[src/rtl/nonpreemptive_priority_scheduler_macros.svh]
// Assertion helpers shared by the scheduler RTL.
// Both expect signals named clk and rst_n in the enclosing scope.
`ifndef NONPREEMPTIVE_PRIORITY_SCHEDULER_MACROS_SVH
`define NONPREEMPTIVE_PRIORITY_SCHEDULER_MACROS_SVH

// Consequent must hold in the same cycle as the antecedent.
`define NPS_ASSERT_SAME(lbl, ante, cons, msg) \
    lbl: assert property (@(posedge clk) disable iff (!rst_n) (ante) |-> (cons)) \
        else $error(msg);

// Consequent must hold in the cycle after the antecedent.
`define NPS_ASSERT_NEXT(lbl, ante, cons, msg) \
    lbl: assert property (@(posedge clk) disable iff (!rst_n) (ante) |=> (cons)) \
        else $error(msg);

`endif

[src/rtl/npsch_pkg.sv]
package npsch_pkg;

    localparam logic [15:0] CNT_MAX = 16'hFFFF;
    localparam logic [15:0] TURN_MAX = 16'hFFFF;
    localparam logic [31:0] SUM_MAX = 32'hFFFF_FFFF;

    // One tick as it arrives on the input port.
    typedef struct packed {
        logic       arrival_valid;
        logic [7:0] job_id;
        logic [2:0] job_priority;
        logic [3:0] job_service;
    } tick_in_t;

    // One result per tick.
    typedef struct packed {
        logic        running_valid;
        logic [7:0]  running_job;
        logic        arrival_dropped;
        logic        done_res;
        logic [7:0]  done_job;
        logic [2:0]  done_priority;
        logic [15:0] done_wait;
        logic [15:0] done_turnaround;
        logic [15:0] level_count;
        logic [31:0] level_wait_total;
        logic [31:0] level_turn_total;
        logic [31:0] level_response_total;
    } res_out_t;

    // Classified tick handed from the front end to the back end.
    typedef struct packed {
        logic        arrive;
        logic [2:0]  level;
        logic [7:0]  id;
        logic [3:0]  serv;
        logic [15:0] stamp;
    } tick_t;

    // One waiting job in the per-level FIFO memory.
    typedef struct packed {
        logic [15:0] stamp;
        logic [3:0]  serv;
        logic [7:0]  id;
    } entry_t;

endpackage

[src/rtl/npsch_tickq.sv]
module npsch_tickq
    import npsch_pkg::*;
(
    input  logic  clk,
    input  logic  rst_n,
    input  logic  in_valid,
    output logic  in_stall,
    input  tick_t in_item,
    output logic  out_valid,
    input  logic  out_stall,
    output tick_t out_item
);

    tick_t       slot_reg [2];
    logic        wr_ptr_reg;
    logic        wr_ptr_next;
    logic        rd_ptr_reg;
    logic        rd_ptr_next;
    logic [1:0]  count_reg;
    logic [1:0]  count_next;
    logic        push;
    logic        pop;

    assign in_stall  = (count_reg == 2'd2);
    assign out_valid = (count_reg != 2'd0);
    assign out_item  = slot_reg[rd_ptr_reg];
    assign push      = in_valid && !in_stall;
    assign pop       = out_valid && !out_stall;

    always_comb
    begin
        wr_ptr_next = push ? !wr_ptr_reg : wr_ptr_reg;
        rd_ptr_next = pop ? !rd_ptr_reg : rd_ptr_reg;
        count_next  = count_reg + 2'(push) - 2'(pop);
    end

    always_ff @(posedge clk)
    begin
        if (push)
        begin
            slot_reg[wr_ptr_reg] <= in_item;
        end
    end

    always_ff @(posedge clk or negedge rst_n)
    begin
        if (!rst_n)
        begin
            wr_ptr_reg <= 1'b0;
            rd_ptr_reg <= 1'b0;
            count_reg  <= 2'd0;
        end
        else
        begin
            wr_ptr_reg <= wr_ptr_next;
            rd_ptr_reg <= rd_ptr_next;
            count_reg  <= count_next;
        end
    end

endmodule

[config.mk]
export PLATFORM = sky130hd
export DESIGN_NAME = npsch_tickq
export DESIGN_NICKNAME = d
export VERILOG_FILES = /design/src/rtl/nonpreemptive_priority_scheduler_macros.svh /design/src/rtl/npsch_pkg.sv /design/src/rtl/npsch_tickq.sv
export SDC_FILE = /design/constraint.sdc
export NUM_CORES = 1
export LEC_CHECK = 0
export BUFFER_PORTS_ARGS = -buffer_cell sky130_fd_sc_hd__buf_4
export CORE_MARGIN = 4
export CORE_UTILIZATION = 46
export CTS_CLUSTER_DIAMETER = 200
export DETAILED_ROUTE_END_ITERATION = 10
export PLACE_DENSITY = 0.71
export SYNTH_ARGS = -nofsm -noshare
export SYNTH_HDL_FRONTEND = slang
export SYNTH_SLANG_ARGS = --single-unit
[constraint.sdc]
create_clock -name clk -period 3.12 [get_ports clk]
set_clock_uncertainty 0.15 [all_clocks]
set_input_delay 0.624 -clock clk [delete_from_list [all_inputs] [get_ports clk]]
set_output_delay 0.624 -clock clk [all_outputs]
set_load 0.02 [all_outputs]
# After elaboration in Yosys (flattened, before gate mapping)
# Memories as Yosys holds them, arrays and structs flattened.
# Cells that the tools add are included.
# W data, S select, Z words.
# op_classes
add_sub_neg,2
eq_ne,1
muxes,2
n_reduce_logical,7
# ops
operator,count
$logic_not A1 Y1,4
$add A2 B1 Y2,1
$eq A2 B2 Y1 const B,1
$logic_and A1 B1 Y1,2
$mux W1,2
$reduce_bool A2 Y1,1
$sub A2 B1 Y2,1
# totals
ff_bits,4
ramBits,64
input_bits,36
memories,1
# memory_table
memory,depth,word_bits,rd,rd_clocked_by_memory_dff,write_ports,line_no,rtl
slot_reg,2,32,1,0,1,npsch_tickq.sv:14,tick_t slot_reg [2];

# Depth between registers and ports, before layout
# logic_depth
ltp_word,5
mapped_depth,7
ltp_nobuf,7

# Least setup slack after synthesis
# OpenSTA, ideal clock, no wires.
# synth_timing
path_type,input port to flip-flop
start,in in_valid
end,mem slot_reg[0][0] (netlist name) (enable)
setup_ps,421
t_arrival_ps,2072
setup_slack_ps,477
cell_stages,2
path_buffers,0
path_cell_list,nand2_1 -> nor2_1
# synth_via
elab_chain_cells,3
# synth_lines
item,line_no,rtl
from (decl),npsch_tickq.sv:6,"input logic in_valid,"
$logic_and A1 B1 Y1,npsch_tickq.sv:27,assign push = in_valid && !in_stall;
$mux W1,npsch_tickq.sv:39,if (push)
$mux W1 (implied by the code),npsch_tickq.sv:41,slot_reg[wr_ptr_reg] <= in_item;
to (decl),npsch_tickq.sv:14,
# No other way between the ends.

==> summary.md <==
| Metric | Value |
|---|---|
| Initial antenna violation count | `0` |
| Total Nets Final | `237` |
| Highest ir drop seen on vdd | `roughly 0.51 mV` |
| Leading cell types in the layout, fill and taps excluded | `sky130_fd_sc_hd__buf_4, sky130_fd_sc_hd__edfxtp_1, sky130_fd_sc_hd__mux2_4` |
| Type of the setup path with the least slack | `register to output port` |
| Number of nets with antenna violations after detailed routing | `0` |
| Worst path setup slack after routing | `588.6 ps` |
| Relative slew margins | `between 50% and 60%` |
| Share of post-route cells with drive strength above 1 | `slightly below 60%` |
| Post-CTS setup-driven buffer insertion count | `0` |
| Max capacitance violation total | `0` |
| Startpoint type of the worst setup path | `register` |
| Floorplan Core Area | `roughly 5600 um2` |
| Post-cts sizing count | `0` |
| Post-synthesis sequential area ratio | `about three quarters` |
| DIE AREA | `7087 um2` |
| GRT Resource Usage Total | `13.40%` |
| Number of DRC markers in iteration 0 | `45` |
| Initial Util | `around 48%` |
| Wire length of the first global-routing pass | `just over 7000 um` |
| Part of the total power dissipated in combinational logic | `a little under two fifths` |
| Status | `completed` |
| Power density over the cells | `slightly below 1000 nW/um2` |
| Period minus WS final | `about 2500 ps` |
| Area of the mapped netlist | `between 2000 and 3000 um2` |
| Sum of negative setup slack | `0 ps` |
| Total number of vias | `about 1,300` |
| Tightest Pin Transition | `about 660 ps` |
| Non-Filler Cell Area, Final | `~3500 um2` |
| Number of buffers created by CTS | `9` |
| Combined buffer and inverter count along the critical path | `2` |
| Post-CTS Hold Buffers | `1` |
| Element type at the critical path end | `output port` |
| Cell family with most CP delay | `flip-flops` |
| Die span in x | `roughly 84 um` |
| Total grt overflow | `0` |
| Required time of the critical path | `~2400 ps` |
| Post-Route Hold Slack | `~320 ps` |
| Net switching power | `~1.0 mW` |
| Count of state elements after synthesis | `slightly below 70` |
| Total I/O pin count | `70` |
| Filler cells | `approximately 410` |
| Number of clock sinks seen by CTS | `between 60 and 70` |
| Setup repair after global routing missed its margin | `false` |
| Synthesized instance count | `between 100 and 150` |
| Most frequent standard cell in the layout excluding fill and tap cells | `sky130_fd_sc_hd__buf_4` |
| Number of placed cells counting well taps | `between 200 and 300` |
| LEAKAGE | `~1.4 nW` |
| Signed area change from the synthesized netlist to the final layout | `30.18%` |
| List of cells traversed by the critical path | `buf_12, mux2_2, buf_4` |
| TritonCTS clock tree | `built` |
| Number of remaining DRC errors | `0` |
| Library cells used by synthesis | `16` |
| Number of global-route vias before repair | `between 1,000 and 1,500` |
| Detailed placement HPWL | `about 3200 um` |
| Synthesized net count | `roughly 160` |
| Routed WL per cell | `16.39 um` |
| Number of placement rows | `27` |
| Setup Viol. Count Final | `0` |
| Cell area after placement | `roughly 3300 um2` |
| Clock Power Share | `roughly 22%` |
| Detailed-router iteration count before antenna repair | `4` |
| Max Root-Sink Buffers | `2` |
| Flop pwr share | `roughly 40%` |
| Highest-delay cell along the critical path | `sky130_fd_sc_hd__dfrtp_2` |
| Post-Syn Area per Cell | `between 20 and 25 um2` |
| Clock tree root buffer cell | `sky130_fd_sc_hd__clkbuf_8` |
| Number of slew-limit violations in the final report | `0` |
| Cell internal power dissipation | `between 2 and 2.5 mW` |
| Critical path's largest stage delay | `approximately 650 ps` |
| Hold Crit Class | `primary input to register` |
| Port-buffer cells | `69` |
| Final Non-Filler Cells | `276` |
| Drt total wl | `~4500 um` |
| Number of flip-flops in the largest register | `64` |
| Arrival time worst endpoint | `approximately 1800 ps` |
| Maximum number of pins on one net before global-route repair | `21` |
| Maximum achievable frequency | `just under 0.4 GHz` |
| Clock latency on the worst-skew pair | `approximately 330 ps` |
| Synth warn | `0` |
| CTS H-tree lvls | `3` |
| Clock transition at path regs | `~70 ps` |
| Worst slack at placement | `923.6 ps` |
| Fraction of power spent switching nets | `30.63%` |
| Final RePlAce weighted congestion | `~0.75` |
| Period Utilization, post-route | `between 80% and 90%` |
| Endpoints failing hold | `0` |
| Critical path peak fanout | `20` |
| Overall die height | `roughly 84 um` |
| Number of antenna cells inserted | `0` |
| Via density | `between 4 and 5` |
[power groups by stage]
stage               combinational (mW)  sequential, mW  clock (mW)
floorplan                        0.967            1.32           0
global placement                  1.29            1.37           0
detailed placement                1.31            1.39           0
CTS                               1.32            1.37       0.770
global route                      1.37            1.39       0.816
finish                            1.29            1.37       0.753
[Yosys cell counts]
library cell / n / area [um2]
sky130_fd_sc_hd__edfxtp_1: 64 / 1922
sky130_fd_sc_hd__mux2_4: 29 / 435.4
sky130_fd_sc_hd__dfrtp_1: 4 / 100.1
sky130_fd_sc_hd__buf_12: 3 / 60.06
sky130_fd_sc_hd__mux2_2: 3 / 33.78
sky130_fd_sc_hd__xnor2_1: 3 / 26.28
sky130_fd_sc_hd__ha_1: 2 / 25.02
sky130_fd_sc_hd__inv_1: 2 / 7.510
sky130_fd_sc_hd__and3_1: 1 / 6.260
sky130_fd_sc_hd__buf_6: 1 / 11.26
sky130_fd_sc_hd__nand2_1: 1 / 3.750
sky130_fd_sc_hd__nand2b_1: 1 / 6.260
sky130_fd_sc_hd__nor2_1: 1 / 3.750
sky130_fd_sc_hd__nor2b_4: 1 / 13.76
sky130_fd_sc_hd__or2_1: 1 / 6.260
sky130_fd_sc_hd__xor2_1: 1 / 8.760
[through the flow]
stage,utilization [%],power [mW]
finish,62.36,3.411
floorplan,-,2.289
global placement,58.45,2.658
global route,62.36,3.574
CTS,62.36,3.457
detailed placement,58.45,2.701
[cell families (layout without fill, tap and decap cells)]
family	count (synthesis)	in the layout	synth area share (%)
flops	68	68	75.73
xor+xnor	4	4	1.312
buf+inv	6	92	2.952
simple gates	6	6	1.500
mux	32	32	17.57
fa+ha+maj	2	2	0.9371
[final timing paths]
check                                            endpoint  cells after the start  slack [ps]                   start
worst min-delay path            slot_reg[1][16]$_DFFE_PP_                      1         320             in_item[16]
worst max-delay path                          out_item[0]                      3         590  rd_ptr_reg$_DFFE_PN0P_
max in group asynchronous          rd_ptr_reg$_DFFE_PN0P_                      2        2240                   rst_n
worst min register to register     wr_ptr_reg$_DFFE_PN0N_                      1         400  wr_ptr_reg$_DFFE_PN0N_
worst max register to register  slot_reg[1][15]$_DFFE_PP_                      3        1200  count_reg[1]$_DFF_PN0_
min in group asynchronous          rd_ptr_reg$_DFFE_PN0P_                      2         470                   rst_n
[layout make-up]
class                      instances  area (um2)  area share, %
inverter                           2       7.507         0.2160
timing repair buffer              74       570.5          16.41
clock buffer                      11       131.4          3.780
multi-input combinational         44       576.8          16.59
sequential                        68        2023          58.21
tap                               72       90.09          2.592
clock inverter                     5       76.32          2.196
[per-layer routing]
layer	routed length [um]	share of wire [%]	global-route usage (%)
met4	80	1.8	7.456
met3	375	8.3	4.809
met5	0	0	0
met1	1785	39	15.30
met2	2282	50	21.88
(Power assumes the default switching activity.)
