File: config.mk
export PLATFORM = sky130hd
export DESIGN_NAME = npsch_front
export DESIGN_NICKNAME = d
export VERILOG_FILES = /design/src/rtl/nonpreemptive_priority_scheduler_macros.svh /design/src/rtl/npsch_pkg.sv /design/src/rtl/npsch_front.sv
export SDC_FILE = /design/constraint.sdc
export NUM_CORES = 1
export LEC_CHECK = 0
export ABC_AREA = 0
export ABC_CLOCK_PERIOD_IN_PS = 2500
export BUFFER_PORTS_ARGS = -buffer_cell sky130_fd_sc_hd__buf_4
export CORE_ASPECT_RATIO = 1.1
export CORE_MARGIN = 2
export CORE_UTILIZATION = 45
export CTS_CLUSTER_DIAMETER = 40
export CTS_CLUSTER_SIZE = 10
export DETAILED_ROUTE_END_ITERATION = 10
export PLACE_DENSITY = 0.89
export REMOVE_ABC_BUFFERS = 1
export SLEW_MARGIN = 30
export SYNTH_ARGS = -nofsm -noshare
export SYNTH_HDL_FRONTEND = slang
export SYNTH_SLANG_ARGS = --single-unit
File: constraint.sdc
create_clock -name clk -period 2.5 [get_ports clk]
set_clock_uncertainty 0.2 [all_clocks]
set_input_delay 0.5 -clock clk [delete_from_list [all_inputs] [get_ports clk]]
set_output_delay 0.5 -clock clk [all_outputs]
set_load 0.05 [all_outputs]
File: src/rtl/nonpreemptive_priority_scheduler_macros.svh
// Assertion helpers shared by the scheduler RTL.
// Both expect signals named clk and rst_n in the enclosing scope.
`ifndef NONPREEMPTIVE_PRIORITY_SCHEDULER_MACROS_SVH
`define NONPREEMPTIVE_PRIORITY_SCHEDULER_MACROS_SVH

// Consequent must hold in the same cycle as the antecedent.
`define NPS_ASSERT_SAME(lbl, ante, cons, msg) \
    lbl: assert property (@(posedge clk) disable iff (!rst_n) (ante) |-> (cons)) \
        else $error(msg);

// Consequent must hold in the cycle after the antecedent.
`define NPS_ASSERT_NEXT(lbl, ante, cons, msg) \
    lbl: assert property (@(posedge clk) disable iff (!rst_n) (ante) |=> (cons)) \
        else $error(msg);

`endif

File: src/rtl/npsch_pkg.sv
package npsch_pkg;

    localparam logic [15:0] CNT_MAX = 16'hFFFF;
    localparam logic [15:0] TURN_MAX = 16'hFFFF;
    localparam logic [31:0] SUM_MAX = 32'hFFFF_FFFF;

    // One tick as it arrives on the input port.
    typedef struct packed {
        logic       arrival_valid;
        logic [7:0] job_id;
        logic [2:0] job_priority;
        logic [3:0] job_service;
    } tick_in_t;

    // One result per tick.
    typedef struct packed {
        logic        running_valid;
        logic [7:0]  running_job;
        logic        arrival_dropped;
        logic        done_res;
        logic [7:0]  done_job;
        logic [2:0]  done_priority;
        logic [15:0] done_wait;
        logic [15:0] done_turnaround;
        logic [15:0] level_count;
        logic [31:0] level_wait_total;
        logic [31:0] level_turn_total;
        logic [31:0] level_response_total;
    } res_out_t;

    // Classified tick handed from the front end to the back end.
    typedef struct packed {
        logic        arrive;
        logic [2:0]  level;
        logic [7:0]  id;
        logic [3:0]  serv;
        logic [15:0] stamp;
    } tick_t;

    // One waiting job in the per-level FIFO memory.
    typedef struct packed {
        logic [15:0] stamp;
        logic [3:0]  serv;
        logic [7:0]  id;
    } entry_t;

endpackage

File: src/rtl/npsch_front.sv
module npsch_front
    import npsch_pkg::*;
#(
    parameter int NUM_LEVELS = 4
)
(
    input  logic     clk,
    input  logic     rst_n,
    input  logic     tick_valid,
    output logic     tick_stall,
    input  tick_in_t tick_data,
    output logic     fe_valid,
    input  logic     fe_stall,
    output tick_t    fe_item
);

    logic [15:0] stamp_reg;
    logic [15:0] stamp_next;
    logic        accept;
    logic        in_range;

    assign tick_stall = fe_stall;
    assign fe_valid   = tick_valid;
    assign accept     = tick_valid && !tick_stall;

    // Levels outside 1..NUM_LEVELS are ignored, not dropped.
    always_comb
    begin
        in_range = (tick_data.job_priority != 3'd0)
            && ({1'b0, tick_data.job_priority} <= 4'(NUM_LEVELS));
        fe_item.arrive = tick_data.arrival_valid && in_range;
        fe_item.level  = fe_item.arrive ? (tick_data.job_priority - 3'd1) : 3'd0;
        fe_item.id     = tick_data.job_id;
        fe_item.serv   = (tick_data.job_service == 4'd0) ? 4'd1 : tick_data.job_service;
        fe_item.stamp  = stamp_reg;
        stamp_next     = accept ? (stamp_reg + 16'd1) : stamp_reg;
    end

    always_ff @(posedge clk or negedge rst_n)
    begin
        if (!rst_n)
        begin
            stamp_reg <= '0;
        end
        else
        begin
            stamp_reg <= stamp_next;
        end
    end

endmodule

# After elaboration in Yosys (flattened, before gate mapping)
# Cells that the tools add are included.
# classes
addsub	2
n_lt_le_gt_ge	1
n_mux	2
reduce_logical	6
# op_table
operator	count
adder 16 x 1 -> 16 bit (second input constant)	1
zero test 4 bit	1
two-way mux 4 bit	1
less-or-equal comparator 3 bit (second input constant)	1
logical AND 1 bit	3
two-way mux 3 bit	1
nonzero test 3 bit	1
subtractor 3 x 1 -> 3 bit (second input constant)	1
zero test 1 bit	1
# totals
reg_bits	16
input_bits	20
word_cells	12

# Longest topological paths before layout
# Gate-level depths: netlist (run 1).
# logic_depth
depth_word	4
ltp_mapped	5

# Worst setup path before layout (run 1)
# No wires, ideal clock.
# synth_path
path_kind	in2out
startpoint	input port tick_data[4] (netlist name)
endpoint	output port fe_item[30] (netlist name)
t_arrival_ns	1.644
path_slack_ns	0.156
cell_stages	5
cell_sequence	inv_1 ha_1 xnor2_1 nand2_1 nor2_1
# synth_rtl
element	line_no	source
from (decl)	npsch_front.sv:11	input tick_in_t tick_data,
to (decl)	npsch_front.sv:14	output tick_t fe_item

==> results.toml, run 1 <==
[floorplanning]
die_area_mm2 = 0.00235
top_level_ports = 54
die_height_um = 50.6
die_w_um = 46.4
rows = 16
design.core.area_mm2 = 0.00182
start_util = 0.488

[power]
leakagePower_nw = 0.607
power_density_mw_per_mm2 = 842
total_power_uw = 966
ir_worst_vdd_uv = 641

[worst_setup_path]
critical_path_buf_inv_count = 3
cp-start-kind = "input pin"
ff2ff_path_depth = 5
cp_data_required_time_ns = 1.80
slowest_stage = "buf_4"
end_kind = "output pin"
crit_path_frequent_cell = "buf_4"
endpoint = "fe_item[29]"
cp_max_fo = 4
worst-path-stages = 7
crit_family = "buffers and inverters"
path_cells = "buf_4 -> inv_1 -> ha_1 -> xnor2_1 -> nand2_1 -> nor2_1 -> buf_4"
r2r_slack_ns = 0.74
r2r-start = "stamp_reg[0]"
cpPeakStageDelay_ns = 0.21
cp.arrival_ns = 1.42
r2r_end = "stamp_reg[8]"
crit_type = "in2out"
worstSetupStartpoint = "tick_data[4]"

[routing]
drc = 0
dr.pass1.iters = 4
vias_per_cell = 4.87
ant_nets = 0
avgRoutedWirePerCell_um = 12.3
first_iter_violations = 7
wirelength_um = 1700
vias = 672

[final_layout]
fill_cells = 159
layout_common_cells = "buf_4 (37), dfrtp_1 (16), xnor2_1 (11), nand2_1 (6), xor2_1 (6)"
mostFrequentLayoutCell = "buf_4"
layout-drive-gt1-share = 0.414
diodes = 0
nets = 136
areaGrowthSynthToFinish_pct = 29.0
largest_reg_flops = 16

[global_routing]
grt_max_degree = 17
grt_overflow = 0
antenna_found_initial = 0
grt_pass1_wl_um = 2750
grt_use_total = 0.159
grt_pass1_vias = 646

[clocking]
clk_pin_slew_ns = 0.08
cts_max_path_buffers = 2
tritoncts = "built"
post-cts-setup-buffer-count = 0
numCtsBuffers = 3
cts.sinks = 16
clock_latency_ns = 0.27
cts_root_buffer = "clkbuf_4"
h-tree-depth = 1

[placement]
gp_congestion = 0.751
port-buffer-count = 37
dpl.hpwl_um = 1400

[logic_synthesis]
synth_cell_types = 23
synth_warnings = 0
ys_ff_latch = 16
mappedNetlistArea_um2 = 890
ys_seq_area_frac = 0.450
syn_avg_cell_area_um2 = 10.7
netlist_instances = 83

[sta]
finalMaxSlewViolations = 0
fmax_mhz = 472
maxSlewHeadroom = 0.776
setup_violations = 0
rsz0062_at_grt = "no"
fin_crit_sh = 0.848
fin_tns_setup_ns = 0
layout_min_cycle_time_ns = 2.12
tightestPinTransition_ns = 0.334
hold_viol = 0

[job]
drv_cap = 0

[worst_hold_path]
hold_class = "reg2reg"

[outcome]
status = "completed"
## cell usage after synthesis
library cell,n,share of area
and2_1,1,0.0070
and3_1,1,0.0070
and4_1,1,0.0098
buf_4,10,0.084
clkbuf_1,3,0.013
dfrtp_1,16,0.45
ha_1,3,0.042
inv_1,4,0.017
mux2_2,1,0.013
nand2_1,6,0.025
nand2_2,1,0.0070
nand3_1,3,0.017
nand3b_1,1,0.0084
nand4_1,2,0.014
nand4b_4,1,0.027
nor2_1,4,0.017
nor2b_1,1,0.0070
nor3_1,4,0.023
nor4_2,1,0.014
nor4_4,1,0.024
or2_2,1,0.0070
xnor2_1,11,0.11
xor2_1,6,0.059
## report_power, final
group | switching (mW) | internal (mW)
registers | 0.0773 | 0.310
clock network | 0.0686 | 0.0556
logic | 0.309 | 0.145
total | 0.455 | 0.511
## metrics by stage
step                utilization  area, um2  worst slack, ns  cells  hold WS (ns)
CTS                       0.630       1150            0.373    138         0.284
detailed placement        0.612       1110            0.376    134         0.171
floorplan                     -        803            0.156     70       0.00441
global placement          0.612       1110            0.430    134         0.164
global route              0.630       1150            0.308    138         0.297
finish                    0.630       1150            0.380    138         0.276
## worst min-delay path by stage
stage,from,cells past startpoint,to,slack (ns)
global placement,rst_n,1,stamp_reg[5],0.16
finish,stamp_reg[15],1,stamp_reg[15],0.28
detailed placement,rst_n,1,stamp_reg[5],0.17
floorplan,rst_n,0,stamp_reg[0],0.004
CTS,stamp_reg[15],1,stamp_reg[15],0.28
global route,stamp_reg[15],1,stamp_reg[15],0.30
## logic make-up after synthesis
group,count (synthesis),share of synthesized area
DFF,16,0.450
muxes,1,0.0127
buffers and inverters,17,0.114
adders and majority gates,3,0.0422
and+or+nand+nor,29,0.214
xor gates and xnor gates,17,0.167
## layer usage
metal | routed length [um] | global-route usage
met5 | 0 | 0
met4 | 6 | 0.0429
met3 | 196 | 0.0540
met2 | 842 | 0.280
met1 | 657 | 0.176
## layout make-up
| type | instances | area, um2 | share of cell area |
|---|---|---|---|
| Timing Repair Buffer | 38 | 288 | 0.251 |
| Multi-Input combinational cell | 50 | 388 | 0.338 |
| Inverter | 4 | 15.0 | 0.0131 |
| Sequential cell | 16 | 400 | 0.349 |
| Clock buffer | 3 | 22.5 | 0.0196 |
| Tap cell | 27 | 33.8 | 0.0294 |
## repair_timing
item	CTS	global route
gates resized for setup	0	0
hold buffers	1	0
endpoints found under the hold margin	16	0
Power figures use the tool's default switching activity.
==> run 2, diff against run 1 <==
Settings changed: ABC_AREA 0 to 1, ABC_CLOCK_PERIOD_IN_PS 2500 to 2200, CORE_UTILIZATION 45 to 44, PLACE_DENSITY 0.89 to 0.85.
Clock period 2.5 ns to 2.2 ns, I/O delays scaled along.
==> run 2 against run 1 <==
Power increased by 15%. Global-route usage increased by 0.98 points. Clock-buffer cell count increased by 1. Via count increased by 29%. Critical endpoint is now fe_item[28].
==> results.toml, run 2 <==
[floorplanning]
rows = 18
die_w_um = 49.7
die_area_mm2 = 0.00269
die_height_um = 54.2
top_level_ports = 54
design.core.area_mm2 = 0.00221
start_util = 0.457

[global_routing]
grt_pass1_wl_um = 3460
grt_pass1_vias = 848
antenna_found_initial = 0
grt_use_total = 0.169
grt_max_degree = 17
grt_overflow = 0

[final_layout]
stdcell_area_mm2 = 0.00129
largest_reg_flops = 16
diodes = 0
stdcell_count = 187
layout-drive-gt1-share = 0.338
mostFrequentLayoutCell = "buf_4"
nets = 181
layout_common_cells = "buf_4 (35), nand2_1 (32), inv_1 (18), dfrtp_1 (16), nor2_1 (14)"
areaGrowthSynthToFinish_pct = 28.3

[power]
seqPwrFrac = 0.377
switching_share = 0.450
ir_worst_vdd_uv = 637
p_int_uw = 613
leakagePower_nw = 0.683
power_density_mw_per_mm2 = 861
comb_power_share = 0.447
total_power_mw = 1.11
p_sw_uw = 502
clkPwrFrac = 0.176

[logic_synthesis]
synth_top_cells_by_count = "nand2_1 (32), inv_1 (18), dfrtp_1 (16)"
yosys-top-cells-area = "dfrtp_1 (40%), nand2_1 (12%), buf_4 (7.4%)"
synth_top_area_share = 0.397
syn_avg_cell_area_um2 = 7.89
ys_seq_area_frac = 0.397
synth_top_area_cell = "dfrtp_1"
synth.most_common_cell = "nand2_1"
synthArstFlopShare = 1.00
synth_cell_types = 21
synth_ff_type = "dfrtp_1"
synth_edf_count = 0
netlist_instances = 128
ys_ff_latch = 16
synth_warnings = 0
mappedNetlistArea_mm2 = 0.00101

[routing]
drc = 0
dr.pass1.iters = 3
ant_nets = 0
vias_per_cell = 4.64
vias = 867
avgRoutedWirePerCell_um = 11.4
wirelength_um = 2130
first_iter_violations = 5

[sta]
fin_crit_sh = 0.958
worst_hold_slack_ns = 0.288
worst_slack_ns = 0.0915
maxSlewHeadroom = 0.868
fmax_mhz = 474
setup_violations = 0
finalMaxSlewViolations = 0
hold_viol = 0
layout_min_cycle_time_ns = 2.11
tightestPinTransition_ns = 0.199

[worst_setup_path]
cp-start-kind = "input pin"
crit_type = "in2out"
cp_max_fo = 3
cp_data_required_time_ns = 1.56
end_kind = "output pin"
cp.arrival_ns = 1.47

[placement]
port-buffer-count = 37
dpl.hpwl_um = 1660
place_ws_ns = 0.115
place_area_mm2 = 0.00124
gp_congestion = 0.727
place_inst = 182

[worst_hold_path]
hold_class = "in2reg"

[clocking]
numCtsBuffers = 3
post-cts-setup-buffer-count = 0
clock_latency_ns = 0.29
h-tree-depth = 1
cts.sinks = 16
clk_pin_slew_ns = 0.09
tritoncts = "built"
cts_root_buffer = "clkbuf_4"
cts_max_path_buffers = 2

[outcome]
status = "completed"

[job]
drv_cap = 0
==> run 2: cell types whose count changed after synthesis, moves of 2 or more <==
cell and change:
inv_1 +14, nand2_1 +26, nand2_2 +2, nand3_1 -2, nand3_2 +2, nand3b_1 +2
nor2_1 +11, nor2_4 +3, nor3_1 -3, o21ai_0 +2, xnor2_1 -5, xor2_1 -2
==> run 2: power groups by stage <==
stage	registers (mW)	logic, mW	clock network (mW)
floorplan	0.613	0.133	0
global placement	0.423	0.489	0
detailed placement	0.427	0.496	0
CTS	0.423	0.500	0.199
global route	0.431	0.525	0.208
finish	0.420	0.498	0.197
==> run 2: per-stage QoR <==
step | TNS [ns] | utilization
floorplan | -2.18 | -
global placement | 0 | 0.561
detailed placement | 0 | 0.561
CTS | 0 | 0.582
global route | -0.0293 | 0.587
finish | 0 | 0.587
==> run 2: repair_timing <==
item	in CTS	in global routing
hold buffers	1	0
endpoints found under the hold margin	16	0
setup endpoints to repair	0	3
resized for setup	0	3
==> run 2: final timing paths <==
| kind | from | depth (start not counted) | slack (ns) | to |
|---|---|---|---|---|
| hold / removal | tick_valid | 3 | 0.29 | stamp_reg[2] |
| hold reg to reg | stamp_reg[7] | 1 | 0.32 | stamp_reg[7] |
| min in group asynchronous | rst_n | 2 | 0.33 | stamp_reg[14] |
| setup reg to reg | stamp_reg[0] | 6 | 0.71 | stamp_reg[12] |
| setup / recovery | tick_data[4] | 10 | 0.09 | fe_item[28] |
| max in group asynchronous | rst_n | 2 | 1.28 | stamp_reg[5] |
==> run 2: logic make-up after synthesis <==
family	count (synthesis)	synth area share
XOR/XNOR	10	0.0867
multiplexers	1	0.0112
AND/OR/NAND/NOR	63	0.297
flip-flops	16	0.397
AO/OA/AOI/OAI	3	0.0149
adder cells (fa/ha/maj)	3	0.0372
buffers and inverters	32	0.156
==> run 2: layout make-up <==
| class | count | area [um2] |
|---|---|---|
| well taps | 30 | 37.5 |
| clock buffers | 4 | 36.3 |
| fillers | 217 | 912 |
| repair buffers | 38 | 295 |
| multi-input cells | 80 | 454 |
| flip-flops and latches | 16 | 400 |
| inverters | 19 | 71.3 |
==> run 2: critical path, cell delays in order <==
cell     delay, ns
buf_4         0.11
inv_1         0.09
ha_1          0.16
inv_1         0.06
nand2_1       0.06
nand2_1       0.07
nor2_2        0.11
inv_1         0.08
nor2_1        0.12
buf_6         0.17
==> run 2: layer usage <==
layer  GRT usage  wire [um]  up-vias
li1            -          -      431
met5           0          0        -
met4      0.0694         12        0
met2       0.324       1120       46
met1       0.172        817      388
met3      0.0546        183        2
==> run 3, diff against run 2 <==
Settings changed: CORE_UTILIZATION 44 to 30, PLACE_DENSITY 0.85 to 0.63.
==> run 3 against run 2 <==
Worst hold slack lost 0.0076 ns. Register-to-register slack hardly changed. Power is 3.7% lower. Routed wire length up 4.4%. Core utilization shrank 19 points. Sequential share of layout area up 0.24 points. Clock power fell by 25%. Global-route usage shrank 4.4 points. Clock-buffer cell count is 1 lower. Cell count rose by 2.7%. Via count decreased by 1.8%. Critical endpoint is now fe_item[30]. Largest cell class unchanged. Highest routed layer unchanged.
==> results.toml, run 3 (synthesis gave the netlist of run 2 again) <==
[worst_hold_path]
hold_class = "in2reg"

[final_layout]
areaGrowthSynthToFinish_pct = 27.3
mostFrequentLayoutCell = "buf_4"
diodes = 0
layout-drive-gt1-share = 0.333
largest_reg_flops = 16
layout_common_cells = "buf_4 (36), nand2_1 (32), inv_1 (18), dfrtp_1 (16), nor2_1 (14)"
stdcell_area_mm2 = 0.00128
nets = 181

[sta]
layout_min_cycle_time_ns = 2.09
fin_crit_sh = 0.952
setup_violations = 0
rsz0062_at_grt = "no"
maxSlewHeadroom = 0.859
fmax_mhz = 477
fin_tns_setup_ns = 0
hold_viol = 0
finalMaxSlewViolations = 0
tightestPinTransition_ns = 0.211

[power]
total_power_mw = 1.07
power_density_mw_per_mm2 = 835
ir_worst_vdd_uv = 444
leakagePower_nw = 0.675

[worst_setup_path]
cp_data_required_time_ns = 1.56
cp-start-kind = "input pin"
crit_family = "buffers and inverters"
crit_path_frequent_cell = "inv_1"
crit_type = "in2out"
end_kind = "output pin"
critical_path_buf_inv_count = 5
cp.arrival_ns = 1.45
path_cells = "buf_4 -> inv_1 -> ha_1 -> inv_1 -> nand2_1 -> nand2_1 -> nor2_2 -> inv_1 -> nor2_1 -> buf_4"
slowest_stage = "buf_4"
cp_max_fo = 3
cpPeakStageDelay_ns = 0.21

[floorplanning]
design.core.area_mm2 = 0.00328
top_level_ports = 54
rows = 22
start_util = 0.308
die_area_mm2 = 0.00385
die_w_um = 59.3
die_height_um = 64.8

[global_routing]
grt_pass1_wl_um = 3640
grt_pass1_vias = 898
grt_overflow = 0
antenna_found_initial = 0
grt_use_total = 0.125
grt_max_degree = 17

[routing]
wirelength_um = 2230
dr.pass1.iters = 4
first_iter_violations = 20
vias_per_cell = 4.43
vias = 851
ant_nets = 0
drc = 0
avgRoutedWirePerCell_um = 11.6

[clocking]
cts_max_path_buffers = 2
clk_pin_slew_ns = 0.08
post-cts-setup-buffer-count = 0
h-tree-depth = 1
clock_latency_ns = 0.28
cts_root_buffer = "clkbuf_4"
tritoncts = "built"
cts.sinks = 16
numCtsBuffers = 3

[placement]
gp_congestion = 0.785
dpl.hpwl_um = 1870
place_area_mm2 = 0.00125
port-buffer-count = 37

[outcome]
status = "completed"

[job]
drv_cap = 0
[run 3: power by group]
part           internal [mW]  leakage, nW  total, mW  switching [mW]
logic                  0.161        0.454      0.499           0.339
registers              0.350        0.207      0.425          0.0755
clock network         0.0636       0.0138      0.148          0.0847
[run 3: worst paths after layout]
| path | start | to | slack [ns] | cells after the start |
|---|---|---|---|---|
| max reg2reg | stamp_reg[0] | stamp_reg[12] | 0.70 | 6 |
| min | tick_valid | stamp_reg[2] | 0.28 | 3 |
| max in group asynchronous | rst_n | stamp_reg[10] | 1.27 | 2 |
| max | tick_data[4] | fe_item[30] | 0.11 | 10 |
| min in group asynchronous | rst_n | stamp_reg[2] | 0.35 | 2 |
| min reg2reg | stamp_reg[3] | stamp_reg[3] | 0.34 | 1 |
[run 3: routing by layer]
layer  vias up  wire [um]  global-route usage
met3         4        125              0.0519
met1       387        811               0.114
met4         0         31              0.0511
met5         -          0                   0
li1        431          -                   -
met2        29       1260               0.232
[run 3: per-stage QoR]
step	setup slack, ns	std cells	util	hold WS (ns)
6_report	0.105	192	0.392	0.281
5_1_grt	0.0105	192	0.392	0.291
4_1_cts	0.0490	192	0.390	0.278
3_5_place_dp	0.0514	188	0.380	0.114
3_3_place_gp	0.214	188	0.380	0.111
2_1_floorplan	-0.727	115	-	-0.0556
[run 3: worst register-to-register path, stage by stage (launching register included)]
cell and delay [ns]:
dfrtp_1 0.42, ha_1 0.18, nand3_2 0.11, nor2_4 0.20, nand2_2 0.10, o21ai_1 0.12
nand2_1 0.06
[run 3: final cells by class]
| cell class | count | area (um2) |
|---|---|---|
| inverter | 19 | 71.3 |
| timing repair buffer | 38 | 292 |
| tap | 36 | 45.0 |
| sequential | 16 | 400 |
| fill | 345 | 1990 |
| multi-input combinational | 80 | 454 |
| clock buffer | 3 | 22.5 |
[run 3: repair_timing]
action / in CTS / in global routing
hold buffers: 1 / 0
resized for setup: 0 / 2
hold endpoints to repair: 16 / 0
setup endpoints to repair: 0 / 3
